**src/design/cln_pkg.sv**
```systemverilog
// shared types, constants and the init run table for the char lcd nibble sequencer
// no dependencies
`timescale 1ns / 1ps

package cln_pkg;

  localparam int WaitW = 20;
  localparam int CmdDepthDefault = 2;
  localparam int OutDepthDefault = 2;

  localparam logic [5:0] MAX_SHIFT = 6'd32;
  localparam logic [3:0] INIT_LAST_STEP = 4'd11;

  localparam logic [7:0] BYTE_SHIFT_LEFT  = 8'h18;
  localparam logic [7:0] BYTE_SHIFT_RIGHT = 8'h1C;
  localparam logic [7:0] BYTE_CLEAR       = 8'h01;
  localparam logic [7:0] BYTE_HOME        = 8'h02;
  localparam logic [7:0] BYTE_FUNC_SET    = 8'h28;
  localparam logic [7:0] BYTE_DISPLAY_ON  = 8'h0C;
  localparam logic [7:0] BYTE_ENTRY_MODE  = 8'h06;
  localparam logic [3:0] NIB_WAKE         = 4'h3;
  localparam logic [3:0] NIB_FOUR_BIT     = 4'h2;

  localparam logic [WaitW-1:0] RST_SHORT_WAIT  = 20'd40;
  localparam logic [WaitW-1:0] RST_LONG_WAIT   = 20'd1640;
  localparam logic [WaitW-1:0] RST_POWER_WAIT  = 20'd100000;
  localparam logic [WaitW-1:0] RST_FIRST_WAIT  = 20'd10000;
  localparam logic [WaitW-1:0] RST_REPEAT_WAIT = 20'd200;

  typedef enum logic [2:0] {
    OP_DATA        = 3'd0,
    OP_SET_CURSOR  = 3'd1,
    OP_SHIFT_LEFT  = 3'd2,
    OP_SHIFT_RIGHT = 3'd3,
    OP_CLEAR       = 3'd4,
    OP_HOME        = 3'd5,
    OP_INIT        = 3'd6,
    OP_RESET       = 3'd7
  } op_t;

  typedef enum logic [2:0] {
    CFG_SHORT_WAIT  = 3'd0,
    CFG_LONG_WAIT   = 3'd1,
    CFG_POWER_WAIT  = 3'd2,
    CFG_FIRST_WAIT  = 3'd3,
    CFG_REPEAT_WAIT = 3'd4
  } cfg_idx_t;

  typedef enum logic [1:0] {
    HOLD_SHORT,
    HOLD_LONG,
    HOLD_FIRST,
    HOLD_REPEAT
  } hold_sel_t;

  typedef struct packed {
    logic             init_run;
    logic             power_up;
    logic             reg_select;
    logic [7:0]       byte_value;
    hold_sel_t        hold_sel;
    logic [5:0]       reps;
  } desc_t;

  typedef struct packed {
    logic             reg_select;
    logic [3:0]       nibble;
    logic [WaitW-1:0] pre_wait;
    logic [WaitW-1:0] hold;
    logic             last;
  } strobe_t;

  typedef struct packed {
    logic [WaitW-1:0] short_wait;
    logic [WaitW-1:0] long_wait;
    logic [WaitW-1:0] power_wait;
    logic [WaitW-1:0] first_wait;
    logic [WaitW-1:0] repeat_wait;
  } cfg_t;

  typedef struct packed {
    logic [3:0] nibble;
    hold_sel_t  hold_sel;
  } init_entry_t;

  function automatic init_entry_t init_entry(input logic [3:0] step);
    init_entry_t e;
    logic [7:0]  b;
    b = 8'h00;
    e.nibble   = NIB_WAKE;
    e.hold_sel = HOLD_SHORT;
    case (step[3:1])
      3'd2:    b = BYTE_FUNC_SET;
      3'd3:    b = BYTE_DISPLAY_ON;
      3'd4:    b = BYTE_CLEAR;
      3'd5:    b = BYTE_ENTRY_MODE;
      default: b = 8'h00;
    endcase
    case (step)
      4'd0:    e.hold_sel = HOLD_FIRST;
      4'd1,
      4'd2:    e.hold_sel = HOLD_REPEAT;
      4'd3:    e.nibble = NIB_FOUR_BIT;
      default: begin
        e.nibble   = step[0] ? b[3:0] : b[7:4];
        e.hold_sel = (b == BYTE_CLEAR) ? HOLD_LONG : HOLD_SHORT;
      end
    endcase
    return e;
  endfunction

endpackage

```
**src/design/cln_fifo.sv**
```systemverilog
// small register queue, used between front and back and at the result side
// no dependencies
`timescale 1ns / 1ps

module cln_fifo #(
  parameter int WIDTH = 1,
  parameter int DEPTH = 2
) (
  input  logic             clk,
  input  logic             rst_n,
  input  logic             push,
  input  logic [WIDTH-1:0] wr_data,
  output logic             full,
  input  logic             pop,
  output logic [WIDTH-1:0] rd_data,
  output logic             empty
);

  localparam int AW = (DEPTH > 1) ? $clog2(DEPTH) : 1;
  localparam int CW = $clog2(DEPTH + 1);

  logic [WIDTH-1:0] mem_r [DEPTH];
  logic [AW-1:0]    wr_ptr_r, wr_ptr_nxt;
  logic [AW-1:0]    rd_ptr_r, rd_ptr_nxt;
  logic [CW-1:0]    count_r, count_nxt;
  logic             push_ok, pop_ok;

  assign full    = (count_r == CW'(DEPTH));
  assign empty   = (count_r == '0);
  assign push_ok = push && !full;
  assign pop_ok  = pop && !empty;
  assign rd_data = mem_r[rd_ptr_r];

  always_comb begin
    wr_ptr_nxt = wr_ptr_r;
    rd_ptr_nxt = rd_ptr_r;
    count_nxt  = count_r;
    if (push_ok) begin
      wr_ptr_nxt = (wr_ptr_r == AW'(DEPTH - 1)) ? '0 : wr_ptr_r + 1'b1;
    end
    if (pop_ok) begin
      rd_ptr_nxt = (rd_ptr_r == AW'(DEPTH - 1)) ? '0 : rd_ptr_r + 1'b1;
    end
    if (push_ok && !pop_ok) begin
      count_nxt = count_r + 1'b1;
    end else if (pop_ok && !push_ok) begin
      count_nxt = count_r - 1'b1;
    end
  end

  always_ff @(posedge clk) begin
    if (!rst_n) begin
      wr_ptr_r <= '0;
      rd_ptr_r <= '0;
      count_r  <= '0;
    end else begin
      wr_ptr_r <= wr_ptr_nxt;
      rd_ptr_r <= rd_ptr_nxt;
      count_r  <= count_nxt;
    end
  end

  always_ff @(posedge clk) begin
    if (push_ok) begin
      mem_r[wr_ptr_r] <= wr_data;
    end
  end

endmodule

```
**src/design/cln_front.sv**
```systemverilog
// request decoder: turns one lcd request into a strobe run descriptor
// depends on cln_pkg
`timescale 1ns / 1ps

module cln_front (
  input  logic           in_push,
  input  logic [2:0]     in_operation,
  input  logic [7:0]     in_char_value,
  input  logic [5:0]     in_column,
  input  logic           in_row,
  input  logic [5:0]     in_shift_count,
  output logic           in_full,
  input  logic           cmd_full,
  output logic           cmd_push,
  output cln_pkg::desc_t cmd_desc
);

  import cln_pkg::*;

  op_t        op;
  logic       is_shift;
  logic [5:0] shift_reps;

  assign op         = op_t'(in_operation);
  assign is_shift   = (op == OP_SHIFT_LEFT) || (op == OP_SHIFT_RIGHT);
  assign shift_reps = (in_shift_count > MAX_SHIFT) ? MAX_SHIFT : in_shift_count;
  assign in_full    = cmd_full;
  // zero shift count: word is taken but no run is queued
  assign cmd_push   = in_push && !cmd_full && !(is_shift && in_shift_count == 6'd0);

  always_comb begin
    cmd_desc            = '0;
    cmd_desc.reps       = 6'd1;
    cmd_desc.hold_sel   = HOLD_SHORT;
    case (op)
      OP_DATA: begin
        cmd_desc.reg_select = 1'b1;
        cmd_desc.byte_value = in_char_value;
      end
      OP_SET_CURSOR: begin
        cmd_desc.byte_value = {1'b1, in_row, in_column};
      end
      OP_SHIFT_LEFT: begin
        cmd_desc.byte_value = BYTE_SHIFT_LEFT;
        cmd_desc.reps       = shift_reps;
      end
      OP_SHIFT_RIGHT: begin
        cmd_desc.byte_value = BYTE_SHIFT_RIGHT;
        cmd_desc.reps       = shift_reps;
      end
      OP_CLEAR: begin
        cmd_desc.byte_value = BYTE_CLEAR;
        cmd_desc.hold_sel   = HOLD_LONG;
      end
      OP_HOME: begin
        cmd_desc.byte_value = BYTE_HOME;
        cmd_desc.hold_sel   = HOLD_LONG;
      end
      OP_INIT: begin
        cmd_desc.init_run = 1'b1;
        cmd_desc.power_up = 1'b1;
      end
      default: begin
        cmd_desc.init_run = 1'b1;
      end
    endcase
  end

endmodule

```
**src/design/cln_back.sv**
```systemverilog
// strobe sequencer: walks a run descriptor, one strobe per cycle unless out_full
// depends on cln_pkg
`timescale 1ns / 1ps

module cln_back (
  input  logic             clk,
  input  logic             rst_n,
  input  cln_pkg::cfg_t    cfg,
  input  logic             cmd_empty,
  input  cln_pkg::desc_t   cmd_desc,
  output logic             cmd_pop,
  input  logic             out_full,
  output logic             out_push,
  output cln_pkg::strobe_t out_strobe
);

  import cln_pkg::*;

  logic        busy_r, busy_nxt;
  desc_t       desc_r, desc_nxt;
  logic [3:0]  step_r, step_nxt;
  logic [5:0]  rep_r, rep_nxt;
  init_entry_t ie;
  hold_sel_t   hsel;

  assign ie = init_entry(step_r);

  always_comb begin
    out_strobe            = '0;
    out_strobe.reg_select = desc_r.reg_select;
    if (desc_r.init_run) begin
      hsel                = ie.hold_sel;
      out_strobe.nibble   = ie.nibble;
      out_strobe.last     = (step_r == INIT_LAST_STEP);
      if (step_r == 4'd0 && desc_r.power_up) begin
        out_strobe.pre_wait = cfg.power_wait;
      end
    end else begin
      hsel                = desc_r.hold_sel;
      out_strobe.nibble   = step_r[0] ? desc_r.byte_value[3:0] : desc_r.byte_value[7:4];
      out_strobe.last     = step_r[0] && (rep_r == 6'd1);
    end
    case (hsel)
      HOLD_SHORT:  out_strobe.hold = cfg.short_wait;
      HOLD_LONG:   out_strobe.hold = cfg.long_wait;
      HOLD_FIRST:  out_strobe.hold = cfg.first_wait;
      HOLD_REPEAT: out_strobe.hold = cfg.repeat_wait;
      default:     out_strobe.hold = cfg.short_wait;
    endcase
  end

  assign out_push = busy_r && !out_full;
  assign cmd_pop  = !busy_r && !cmd_empty;

  always_comb begin
    busy_nxt = busy_r;
    desc_nxt = desc_r;
    step_nxt = step_r;
    rep_nxt  = rep_r;
    if (cmd_pop) begin
      busy_nxt = 1'b1;
      desc_nxt = cmd_desc;
      step_nxt = '0;
      rep_nxt  = cmd_desc.reps;
    end else if (out_push) begin
      if (out_strobe.last) begin
        busy_nxt = 1'b0;
      end else if (desc_r.init_run) begin
        step_nxt = step_r + 4'd1;
      end else if (step_r[0]) begin
        step_nxt = '0;
        rep_nxt  = rep_r - 6'd1;
      end else begin
        step_nxt = 4'd1;
      end
    end
  end

  always_ff @(posedge clk) begin
    if (!rst_n) begin
      busy_r <= 1'b0;
      step_r <= '0;
      rep_r  <= '0;
    end else begin
      busy_r <= busy_nxt;
      step_r <= step_nxt;
      rep_r  <= rep_nxt;
    end
  end

  always_ff @(posedge clk) begin
    desc_r <= desc_nxt;
  end

endmodule

```
**src/design/char_lcd_nibble_sequencer.sv**
```systemverilog
// top level of the char lcd nibble sequencer: wait registers, decoder, queues, sequencer
// depends on cln_pkg, cln_fifo, cln_front, cln_back
`timescale 1ns / 1ps

// Each request word becomes a run of 4-bit enable strobes for an HD44780-style
// display; one result word per strobe, the final one marked by out_last. A request
// is taken in the cycle it is offered while the request queue has room. The
// sequencer loads a request, then emits one strobe per cycle while the result
// queue has room: data, cursor, clear and home yield 2 strobes, a shift of n
// yields 2n with n capped at 32, and init and reset yield 12. A shift with count
// zero yields no words. The user must write the wait registers through cfg_we/
// cfg_index/cfg_data only while the block is idle; the block does not enforce it.
module char_lcd_nibble_sequencer #(
  parameter int CMD_DEPTH = cln_pkg::CmdDepthDefault,
  parameter int OUT_DEPTH = cln_pkg::OutDepthDefault
) (
  input  logic                      clk,
  input  logic                      rst_n,
  input  logic                      in_push,
  output logic                      in_full,
  input  logic [2:0]                in_operation,
  input  logic [7:0]                in_char_value,
  input  logic [5:0]                in_column,
  input  logic                      in_row,
  input  logic [5:0]                in_shift_count,
  output logic                      out_empty,
  input  logic                      out_pop,
  output logic                      out_reg_select,
  output logic [3:0]                out_nibble,
  output logic [cln_pkg::WaitW-1:0] out_pre_wait_us,
  output logic [cln_pkg::WaitW-1:0] out_high_time_us,
  output logic [cln_pkg::WaitW-1:0] out_low_time_us,
  output logic                      out_last,
  input  logic                      cfg_we,
  input  logic [2:0]                cfg_index,
  input  logic [cln_pkg::WaitW-1:0] cfg_data
);

  import cln_pkg::*;

  cfg_t    cfg_r;
  desc_t   front_desc, back_desc;
  logic    cmd_push, cmd_pop, cmd_full, cmd_empty;
  strobe_t back_strobe, head_strobe;
  logic    out_push, out_full;

  always_ff @(posedge clk) begin
    if (!rst_n) begin
      cfg_r.short_wait  <= RST_SHORT_WAIT;
      cfg_r.long_wait   <= RST_LONG_WAIT;
      cfg_r.power_wait  <= RST_POWER_WAIT;
      cfg_r.first_wait  <= RST_FIRST_WAIT;
      cfg_r.repeat_wait <= RST_REPEAT_WAIT;
    end else if (cfg_we) begin
      case (cfg_index)
        CFG_SHORT_WAIT:  cfg_r.short_wait  <= cfg_data;
        CFG_LONG_WAIT:   cfg_r.long_wait   <= cfg_data;
        CFG_POWER_WAIT:  cfg_r.power_wait  <= cfg_data;
        CFG_FIRST_WAIT:  cfg_r.first_wait  <= cfg_data;
        CFG_REPEAT_WAIT: cfg_r.repeat_wait <= cfg_data;
        default: ;
      endcase
    end
  end

  cln_front u_front (
    .in_push        (in_push),
    .in_operation   (in_operation),
    .in_char_value  (in_char_value),
    .in_column      (in_column),
    .in_row         (in_row),
    .in_shift_count (in_shift_count),
    .in_full        (in_full),
    .cmd_full       (cmd_full),
    .cmd_push       (cmd_push),
    .cmd_desc       (front_desc)
  );

  cln_fifo #(
    .WIDTH ($bits(desc_t)),
    .DEPTH (CMD_DEPTH)
  ) u_cmd_fifo (
    .clk     (clk),
    .rst_n   (rst_n),
    .push    (cmd_push),
    .wr_data (front_desc),
    .full    (cmd_full),
    .pop     (cmd_pop),
    .rd_data (back_desc),
    .empty   (cmd_empty)
  );

  cln_back u_back (
    .clk        (clk),
    .rst_n      (rst_n),
    .cfg        (cfg_r),
    .cmd_empty  (cmd_empty),
    .cmd_desc   (back_desc),
    .cmd_pop    (cmd_pop),
    .out_full   (out_full),
    .out_push   (out_push),
    .out_strobe (back_strobe)
  );

  cln_fifo #(
    .WIDTH ($bits(strobe_t)),
    .DEPTH (OUT_DEPTH)
  ) u_out_fifo (
    .clk     (clk),
    .rst_n   (rst_n),
    .push    (out_push),
    .wr_data (back_strobe),
    .full    (out_full),
    .pop     (out_pop),
    .rd_data (head_strobe),
    .empty   (out_empty)
  );

  assign out_reg_select   = head_strobe.reg_select;
  assign out_nibble       = head_strobe.nibble;
  assign out_pre_wait_us  = head_strobe.pre_wait;
  assign out_high_time_us = head_strobe.hold;
  assign out_low_time_us  = head_strobe.hold;
  assign out_last         = head_strobe.last;

endmodule

```
**config.mk**
```make
export PLATFORM = sky130hd
export DESIGN_NAME = char_lcd_nibble_sequencer
export DESIGN_NICKNAME = d
export VERILOG_FILES = /design/src/design/cln_pkg.sv /design/src/design/cln_fifo.sv /design/src/design/cln_front.sv /design/src/design/cln_back.sv /design/src/design/char_lcd_nibble_sequencer.sv
export SDC_FILE = /design/constraint.sdc
export NUM_CORES = 1
export LEC_CHECK = 0
export BUFFER_PORTS_ARGS = -buffer_cell sky130_fd_sc_hd__clkbuf_2
export CORE_AREA = 2 2 119 179
export DETAILED_ROUTE_END_ITERATION = 12
export DIE_AREA = 0 0 121 181
export GPL_ROUTABILITY_DRIVEN = 0
export HOLD_SLACK_MARGIN = 0.08
export PLACE_DENSITY = 0.76
export SLEW_MARGIN = 15
export SYNTH_ARGS = -nofsm -noshare
export SYNTH_HDL_FRONTEND = slang
export SYNTH_SLANG_ARGS = --single-unit
```
**constraint.sdc**
```tcl
create_clock -name clk -period 8.15 [get_ports clk]
set_clock_uncertainty 0.05 [all_clocks]
set_input_delay 2.0375 -clock clk [delete_from_list [all_inputs] [get_ports clk]]
set_output_delay 2.0375 -clock clk [all_outputs]
set_load 0.005 [all_outputs]
```
==> results.sh <==
export IMPL_clock_sinks=261
export IMPL_dpl_hpwl_um=14430
export IMPL_num_rows=64
export IMPL_cts_repair_resize_count=0
export IMPL_antenna_found_initial=0
export IMPL_initial_core_util_pct=54.23
export IMPL_ys_top_cells_by_count="220 x nand2_1, 140 x edfxtp_1, 121 x dfxtp_1"
export IMPL_setup_violations=0
export IMPL_power_density_mw_per_mm2=325.6
export IMPL_die_h_um=181
export IMPL_worstPathMaxFanout=46
export IMPL_period_needed_ns=3.990
export IMPL_grt_use_total_pct=20.53
export IMPL_drv_slew=0
export IMPL_io_pins=120
export IMPL_crit_end="out_low_time_us[14]"
export IMPL_wl_per_cell_um=17.08
export IMPL_clockBufferDepth=3
export IMPL_status="finished, final reports clean"
export IMPL_syn_num_nets=1050
export IMPL_min_period_over_period_pct=48.96
export IMPL_slew_headroom_pct=31.11
export IMPL_fillers=1616
export IMPL_yosysTopAreaCell="edfxtp_1"
export IMPL_drt_drc_violations_left=0
export IMPL_final_antenna_net_count=0
export IMPL_layout_setup_ws_ns=4.160
export IMPL_synth_most_common_cell="nand2_1"
export IMPL_grt_max_degree=121
export IMPL_die_x_um=121
export IMPL_synth_seq_cells=261
export IMPL_cts_max_level=1
export IMPL_synth_edf_count=140
export IMPL_grt_setup_unrepaired="no"
export IMPL_cts_hold_buf=0
export IMPL_syn_area_mm2=0.01099
export IMPL_synthCells=990
export IMPL_setup_tns_final_ns=0
export IMPL_slowest_delay_ns=0.51
export IMPL_grt_pass1_vias=7218
export IMPL_firstDrtPassIters=5
export IMPL_worst_slew_pin_slew_ns=1.033
export IMPL_critPathTopFamily="buffers and inverters"
export IMPL_r2r_end="u_out_fifo.mem_r[0][12]"
export IMPL_vias=7441
export IMPL_peakVddDrop_v=0.0002048
export IMPL_cp_start_kind="flip-flop"
export IMPL_cp_cell_sequence="buf_4 > mux2_2 > clkbuf_2"
export IMPL_timing_rr_start="u_back.step_r[0]"
export IMPL_leakagePower_uw=0.004546
export IMPL_critPathArrivalTime_ns=1.90
export IMPL_synth_async_sr_flop_share_pct=0
export IMPL_path_class="reg2out"
export IMPL_worst_path_stages=3
export IMPL_r2r_cells=6
export IMPL_worstSkewPairLatency_ns=0.52
export IMPL_yosysWarnings=0
export IMPL_hold_viol=0
export IMPL_fin_nets=1116
export IMPL_core_mm2=0.02026
export IMPL_drive_gt1_share_pct=22.63
export IMPL_die_area_mm2=0.02190
export IMPL_endpoint_kind="output port"
export IMPL_ys_flop_type="edfxtp_1"
export IMPL_cts_root_buf="clkbuf_16"
export IMPL_postCtsSetupBuffers=0
export IMPL_place_ws_ns=3.967
export IMPL_clk_pin_slew_worst_paths_ns=0.06
export IMPL_grt_pass1_wl_um=36040
export IMPL_grt_overflow=0
export IMPL_ys_seq_area_share_pct=60.31
export IMPL_synth_area_top_cells="edfxtp_1 38%, dfxtp_1 22%, nand2_1 7.5%, mux2_2 6.5%, a21boi_0 5.5%"
export IMPL_fmax_ghz=0.2506
export IMPL_drt_iter0_drc=556
export IMPL_avgSynthCellArea_um2=11.10
export IMPL_drt_total_wl_um=22850
export IMPL_drv_cap=0
export IMPL_r2r_slack_ns=5.15
export IMPL_slowest_stage="buf_4"
export IMPL_synth_top_area_share_pct=38.26
export IMPL_antenna_cells=0
export IMPL_critPathRequiredTime_ns=6.06
export IMPL_numCtsBuffers=24
export IMPL_hold_path_class="reg2reg"
export IMPL_synth_distinct_cells=51
export IMPL_syn2layout_area_growth_pct=12.46
export IMPL_cts_tree="yes"
export IMPL_routed_via_density=5.561
export IMPL_path_buf_inv=2
export IMPL_io_buffers=119
==> registers in the layout, indices dropped and copies added (netlist names), named ones only <==
signal               cells
u_out_fifo.wr_ptr_r      1
u_back.step_r            4
u_back.rep_r             6
u_cmd_fifo.count_r       2
u_out_fifo.count_r       2
u_out_fifo.mem_r        92
u_back.desc_r           11
u_back.out_strobe        1
u_cmd_fifo.mem_r        36
cfg_r                  100
u_cmd_fifo.rd_ptr_r      1
u_back.busy_r            1
u_out_fifo.rd_ptr_r      1
u_cmd_fifo.wr_ptr_r      1
==> stage by stage <==
step	utilization, %	hold slack [ns]	total power, uW	instances	instance area, um2
floorplan	-	0.3715	2613	990	10990
global placement	56.97	0.3945	2891	1294	11540
detailed placement	56.97	0.4034	2925	1294	11540
CTS	60.99	0.4195	4053	1338	12360
global route	60.99	0.4354	4228	1338	12360
finish	60.99	0.4147	4023	1338	12360
==> cell type report <==
type,instances,area [um2],share of cell area (%)
clock buffers,39,785.8,6.359
well taps,264,330.3,2.673
clock inverters,5,28.78,0.2329
inverters,12,45.04,0.3646
repair buffers,124,633.1,5.124
flip-flops and latches,261,6628,53.64
multi-input cells,633,3905,31.61
==> tightest hold or removal path: stages (launching register included) <==
cell      delay [ns]
dfxtp_1         0.30
nand2_1         0.04
a21boi_0        0.07
==> cell usage in the layout, fill, tap and decap left out, drive strengths merged, types with 13 or more instances in the layout <==
master    n
inv      13
nand2   220
edfxtp  140
a21oi    27
o21ai    16
dfxtp   121
a222oi   18
clkbuf  158
mux2     63
a21boi   81
and2     36
nor2     38
nand3    27
==> metal layers <==
layer / share of wire (%) / track usage (%) / vias up
li1: - / - / 3586
met1: 38 / 23.26 / 3582
met2: 54 / 38.65 / 227
met3: 5.1 / 2.557 / 46
met4: 3.6 / 7.535 / 0
met5: 0 / 0 / -
==> how the worst min path moves through the flow <==
stage | start | to | slack (ns) | depth (start not counted)
global placement | cfg_r[45] | cfg_r[45] | 0.39 | 2
detailed placement | cfg_r[55] | cfg_r[55] | 0.40 | 2
finish | cfg_r[54] | cfg_r[54] | 0.41 | 2
CTS | cfg_r[33] | cfg_r[33] | 0.42 | 2
global route | cfg_r[45] | cfg_r[45] | 0.44 | 2
floorplan | u_back.out_strobe[45] | u_out_fifo.mem_r[0][45] | 0.37 | 0
==> logic make-up after synthesis <==
logic type / count (synthesis) / share of synthesized area [%]
simple gates: 381 / 15.67
flops: 261 / 60.31
compound gates: 168 / 11.33
buf+inv: 96 / 4.225
mux: 68 / 6.913
xor+xnor: 8 / 0.6378
fa+ha+maj: 8 / 0.9111
==> power breakdown <==
| part | total, uW | leakage [uW] | internal (uW) | switching (uW) |
|---|---|---|---|---|
| combinational | 1080 | 0.00185 | 450 | 631 |
| clock | 1140 | 0.000406 | 662 | 474 |
| sequential | 1810 | 0.00229 | 1710 | 100 |
Note: power is estimated with default switching activity, not from simulation.
